===== src/rtl/core/ccs_pkg.sv =====
// Shared types, constants and helpers for the ChaCha20 stream cipher core.
// Used by the controller, the datapath, the quarter-round unit and the top level.
// No dependencies.
package ccs_pkg;

  // Default number of double rounds per keystream block.
  localparam int DOUBLE_ROUNDS_DEF = 10;

  // Keystream block geometry.
  localparam int BLOCK_BYTES = 64;
  localparam int BLOCK_WORDS = 16;
  localparam int ITEM_BYTES  = 8;

  // "expand 32-byte k" constant words.
  localparam logic [31:0] SIGMA_0 = 32'h61707865;
  localparam logic [31:0] SIGMA_1 = 32'h3320646e;
  localparam logic [31:0] SIGMA_2 = 32'h79622d32;
  localparam logic [31:0] SIGMA_3 = 32'h6b206574;

  // Quarter-round rotate amounts.
  localparam int ROT_1 = 16;
  localparam int ROT_2 = 12;
  localparam int ROT_3 = 8;
  localparam int ROT_4 = 7;

  // Configuration register indexes.
  localparam int CFG_IDX_W = 3;
  localparam logic [CFG_IDX_W-1:0] REG_KEY_01     = 3'd0;
  localparam logic [CFG_IDX_W-1:0] REG_KEY_23     = 3'd1;
  localparam logic [CFG_IDX_W-1:0] REG_KEY_45     = 3'd2;
  localparam logic [CFG_IDX_W-1:0] REG_KEY_67     = 3'd3;
  localparam logic [CFG_IDX_W-1:0] REG_NONCE_01   = 3'd4;
  localparam logic [CFG_IDX_W-1:0] REG_NONCE_2    = 3'd5;
  localparam logic [CFG_IDX_W-1:0] REG_START_BLK  = 3'd6;

  // Controller states.
  typedef enum logic [2:0] {
    S_IDLE,
    S_DISPATCH,
    S_ROUND,
    S_FINAL,
    S_CONSUME,
    S_EMIT
  } state_t;

  // Commands from the controller to the datapath.
  typedef struct packed {
    logic load;     // capture the input word
    logic init;     // load the block state from key, counter and nonce
    logic round;    // one column or diagonal round
    logic diag;     // diagonal round when set
    logic final_add; // feed-forward add
    logic consume;  // use keystream bytes for the current word
    logic emit;     // move the finished word to the output register
  } ctrl_cmd_t;

  // Status from the datapath to the controller.
  typedef struct packed {
    logic rem_zero;  // no bytes left in the current word
    logic pos_zero;  // keystream block fully used
    logic fits;      // remaining bytes fit in the current block
    logic out_full;  // output register holds a word
  } dp_status_t;

  // 32-bit rotate left by a constant amount.
  function automatic logic [31:0] rotl32(logic [31:0] v, int n);
    return (v << n) | (v >> (32 - n));
  endfunction

endpackage


===== src/rtl/core/ccs_ctrl.sv =====
// Controller of the ChaCha20 stream cipher: sequences word capture, block
// builds, byte consumption and output. Depends on ccs_pkg.
module ccs_ctrl #(
  parameter int DOUBLE_ROUNDS = ccs_pkg::DOUBLE_ROUNDS_DEF
) (
  input  logic                 clk,
  input  logic                 rst,
  input  logic                 in_valid,
  output logic                 in_stall,
  input  logic                 out_stall,
  input  ccs_pkg::dp_status_t  status,
  output ccs_pkg::ctrl_cmd_t   cmd
);

  localparam int RW = (2 * DOUBLE_ROUNDS > 1) ? $clog2(2 * DOUBLE_ROUNDS) : 1;
  localparam logic [RW-1:0] LAST_ROUND = RW'(2 * DOUBLE_ROUNDS - 1);

  ccs_pkg::state_t state, state_next;
  logic [RW-1:0]   round_cnt, round_cnt_next;

  // State and round counter registers.
  always_ff @(posedge clk) begin
    if (rst) begin
      state     <= ccs_pkg::S_IDLE;
      round_cnt <= '0;
    end else begin
      state     <= state_next;
      round_cnt <= round_cnt_next;
    end
  end

  assign in_stall = (state != ccs_pkg::S_IDLE);

  // Next state and datapath commands.
  always_comb begin
    state_next     = state;
    round_cnt_next = round_cnt;
    cmd            = '0;
    cmd.diag       = round_cnt[0];
    case (state)
      ccs_pkg::S_IDLE: begin
        if (in_valid) begin
          cmd.load   = 1'b1;
          state_next = ccs_pkg::S_DISPATCH;
        end
      end
      ccs_pkg::S_DISPATCH: begin
        if (status.rem_zero) begin
          state_next = ccs_pkg::S_EMIT;
        end else if (status.pos_zero) begin
          cmd.init       = 1'b1;
          round_cnt_next = '0;
          state_next     = ccs_pkg::S_ROUND;
        end else begin
          cmd.consume = 1'b1;
          if (status.fits) begin
            state_next = ccs_pkg::S_EMIT;
          end
        end
      end
      ccs_pkg::S_ROUND: begin
        cmd.round = 1'b1;
        if (round_cnt == LAST_ROUND) begin
          state_next = ccs_pkg::S_FINAL;
        end else begin
          round_cnt_next = round_cnt + RW'(1);
        end
      end
      ccs_pkg::S_FINAL: begin
        cmd.final_add = 1'b1;
        state_next    = ccs_pkg::S_CONSUME;
      end
      ccs_pkg::S_CONSUME: begin
        // A fresh block is ready, so consume without a build check.
        cmd.consume = 1'b1;
        state_next  = status.fits ? ccs_pkg::S_EMIT : ccs_pkg::S_DISPATCH;
      end
      ccs_pkg::S_EMIT: begin
        if (!status.out_full || !out_stall) begin
          cmd.emit   = 1'b1;
          state_next = ccs_pkg::S_IDLE;
        end
      end
      default: begin
        state_next = ccs_pkg::S_IDLE;
      end
    endcase
  end

endmodule


===== config.mk =====
export PLATFORM = sky130hd
export DESIGN_NAME = ccs_ctrl
export DESIGN_NICKNAME = d
export VERILOG_FILES = /design/src/rtl/core/ccs_pkg.sv /design/src/rtl/core/ccs_ctrl.sv
export SDC_FILE = /design/constraint.sdc
export NUM_CORES = 1
export LEC_CHECK = 0
export BUFFER_PORTS_ARGS = -buffer_cell sky130_fd_sc_hd__buf_2
export CORE_AREA = 2 2 39 41
export DETAILED_ROUTE_END_ITERATION = 6
export DIE_AREA = 0 0 41 43
export GPL_TIMING_DRIVEN = 0
export PLACE_DENSITY = 0.79
export SLEW_MARGIN = 20
export SYNTH_ARGS = -nofsm -noshare
export SYNTH_HDL_FRONTEND = slang
export SYNTH_SLANG_ARGS = --single-unit
export TNS_END_PERCENT = 1

===== constraint.sdc =====
create_clock -name clk -period 1.8 [get_ports clk]
set_clock_uncertainty 0.15 [all_clocks]
set_input_delay 0.18 -clock clk [delete_from_list [all_inputs] [get_ports clk]]
set_output_delay 0.18 -clock clk [all_outputs]
set_load 0.01 [all_outputs]

==> impl_metrics.toml <==
[timing]
hold_viol_final = 0
min_period_ns = 1.76
worst_pin_slew_ns = 0.498
rsz0062_at_grt = "yes"
finalSetupViolations = 0
max-slew-margin-rel_pct = 66.5
slew_viol_final = 0
min_period_over_period_pct = 97.8
fmaxAchievable_mhz = 568

[floorplan]
boundaryPins = 16
initial_core_util_pct = 40.9
die_w_um = 41
row_count = 14
coreArea_um2 = 1380
dieHeight_um = 43
die-area_um2 = 1760

[global_routing]
grt.total_usage_pct = 15.5
grt-ovfl-total = 0
grt_max_degree = 11
grt_pass1_vias = 458
antenna_found_initial = 0
grt_pass1_wl_mm = 1.86

[routing]
routed-via-count = 548
drc = 0
first_iter_violations = 1
avgRoutedWirePerCell_um = 11.8
drt-pass1-iter-count = 2
viasPerCell = 5.48
ant_nets = 0
drt_wl_total_mm = 1.18

[yosys]
synth_top_cell_by_area = "dfxtp_1"
synth_ff_type = "dfxtp_1"
synthesis.area_um2 = 566
synthMostInstantiatedCell = "dfxtp_1"
ys_seq_area_share_pct = 28.3
synthArstFlopShare_pct = 0
synth_area_leaders = "dfxtp_1 28%, buf_6 4.0%, nand3_1 3.5%"
synth_nets = 76
syn_inst = 67
synthDominantCellAreaShare_pct = 28.3
synth_edf_count = 0
synth_commonest_cells = "8 x dfxtp_1, 4 x nand3_1, 4 x nor2_1"
yosys_warnings = 0
ys_types = 40
syn_area_per_cell_um2 = 8.44
synth-seq-cells = 8

[place]
postPlaceCellArea_um2 = 656
place.port_buffers = 14
hpwl_um = 837
globalplace.congestion = 0.704

[clock_tree]
cts_buffers = 3
h-tree-depth = 1
clk_latency_ns = 0.26
clk_path_buf_depth = 2
cts_tree = "done"
post-cts-setup-buffers = 0
cts-root-buf = "clkbuf_4"
holdBufCountCts = 0
clock_sinks = 8
clk_pin_slew_worst_paths_ns = 0.06

[worst_setup_path]
crit_end = "cmd[6]"
slowest_stage = "or3_2"
r2r_slack_ns = 0.22
cp_top_family = "simple AND/OR/NAND/NOR gates"
critPathBufInv = 2
worstSetupPathType = "register to primary output"
r2r-end = "state[2]$_SDFFE_PP0P_"
crit_path_start = "state[2]$_SDFFE_PP0P_"
cp.required_ns = 1.47
reg2reg_from = "round_cnt[1]$_SDFFE_PP0P_"
worst-path-stages = 4
worstPathArrival_ns = 1.43
cp-start-kind = "register"
cpPeakStageDelay_ns = 0.42
rr_worst_depth = 5
endpoint_kind = "primary output"
cp_max_fo = 10
cp_cell_sequence = "buf_4 -> or3_2 -> nor2_1 -> buf_2"

[worst_hold_path]
hold_class = "primary input to register"

[status]
status = "completed"

[cells_and_area]
stdcell_area_um2 = 692
syn_to_final_growth_pct = 22.3
layout-drive-gt1-share_pct = 44.0
nets = 95
antenna_cells = 0
fillers = 148

[pwr]
finalPower_mw = 0.522
ir_worst_vdd_mv = 0.300
p_leak_nw = 0.299
power_density_nw_per_um2 = 755

[job]
drv_cap = 0
## cell type report
| type | count | area (um^2) | area share [%] |
|---|---|---|---|
| Multi-Input combinational cell | 51 | 360 | 52.1 |
| Sequential cell | 8 | 163 | 23.5 |
| Timing Repair Buffer | 14 | 70.1 | 10.1 |
| Buffer | 5 | 45.0 | 6.51 |
| Clock buffer | 3 | 22.5 | 3.25 |
| Tap cell | 16 | 20.0 | 2.89 |
| Inverter | 3 | 11.3 | 1.63 |
## what timing repair did
item | in CTS | in global routing
pin swaps | 0 | 2
gates resized for setup | 2 | 4
setup endpoints to repair | 1 | 3
## report_power, final
group / internal, mW / total [mW] / switching, mW
combinational: 0.0858 / 0.177 / 0.0907
sequential: 0.190 / 0.203 / 0.0126
clock: 0.0767 / 0.143 / 0.0665
## cell usage in the layout, fill, tap and decap left out, types with 2 or more instances in the layout
| cell | instances |
|---|---|
| buf_2 | 14 |
| dfxtp_1 | 6 |
| nor2_1 | 4 |
| clkbuf_4 | 4 |
| nand3_1 | 4 |
| nand2_1 | 3 |
| o21ai_0 | 3 |
| buf_6 | 2 |
| nor2b_1 | 2 |
| buf_4 | 2 |
| nand2b_2 | 2 |
| and3_1 | 2 |
| inv_1 | 2 |
| a311oi_1 | 2 |
| nor4_1 | 2 |
| a21oi_2 | 2 |
| a21oi_1 | 2 |
| dfxtp_2 | 2 |
## metrics by stage
step	setup slack, ns	util, %	TNS [ns]	hold WS, ns	cells
6_report	0.0404	50.0	0	0.0156	100
5_1_grt	-0.00365	50.0	-0.00365	0.0192	100
4_1_cts	0.00954	49.5	0	0.0192	100
3_5_place_dp	0.141	47.4	0	0.294	97
3_3_place_gp	0.179	47.4	0	0.294	97
2_1_floorplan	0.312	-	0	0.265	67
## sequential cells by signal, summed over array words and instances, names as in the netlist
register and flops:
round_cnt 5, state 3
## cells by family (layout without fill, tap and decap cells)
| group | after synthesis | count (layout) | share of synthesized area [%] |
|---|---|---|---|
| multiplexers | 1 | 1 | 1.77 |
| flip-flops | 8 | 8 | 28.3 |
| AO/OA/AOI/OAI | 15 | 15 | 17.9 |
| AND/OR/NAND/NOR | 33 | 33 | 38.7 |
| buffers and inverters | 8 | 25 | 9.51 |
| XOR/XNOR | 1 | 1 | 1.55 |
| adder cells (fa/ha/maj) | 1 | 1 | 2.21 |
## metal layers
layer,wire length (um),share of wire [%],GRT usage [%],up-vias
met5,0,0,0,-
met2,537,46,23.1,18
met3,69,5.9,1.57,4
met1,530,45,19.0,245
li1,-,-,-,281
met4,42,3.6,12.0,0
## worst min-delay path by stage
| stage | start | end | cells past startpoint |
|---|---|---|---|
| floorplan | rst | round_cnt[0]$_SDFFE_PP0P_ | 2 |
| global placement | rst | round_cnt[0]$_SDFFE_PP0P_ | 2 |
| CTS | rst | round_cnt[0]$_SDFFE_PP0P_ | 2 |
| global route | rst | round_cnt[0]$_SDFFE_PP0P_ | 2 |
| finish | rst | round_cnt[0]$_SDFFE_PP0P_ | 2 |
| detailed placement | rst | round_cnt[0]$_SDFFE_PP0P_ | 2 |
No activity file was read; power rests on OpenSTA's default activity.
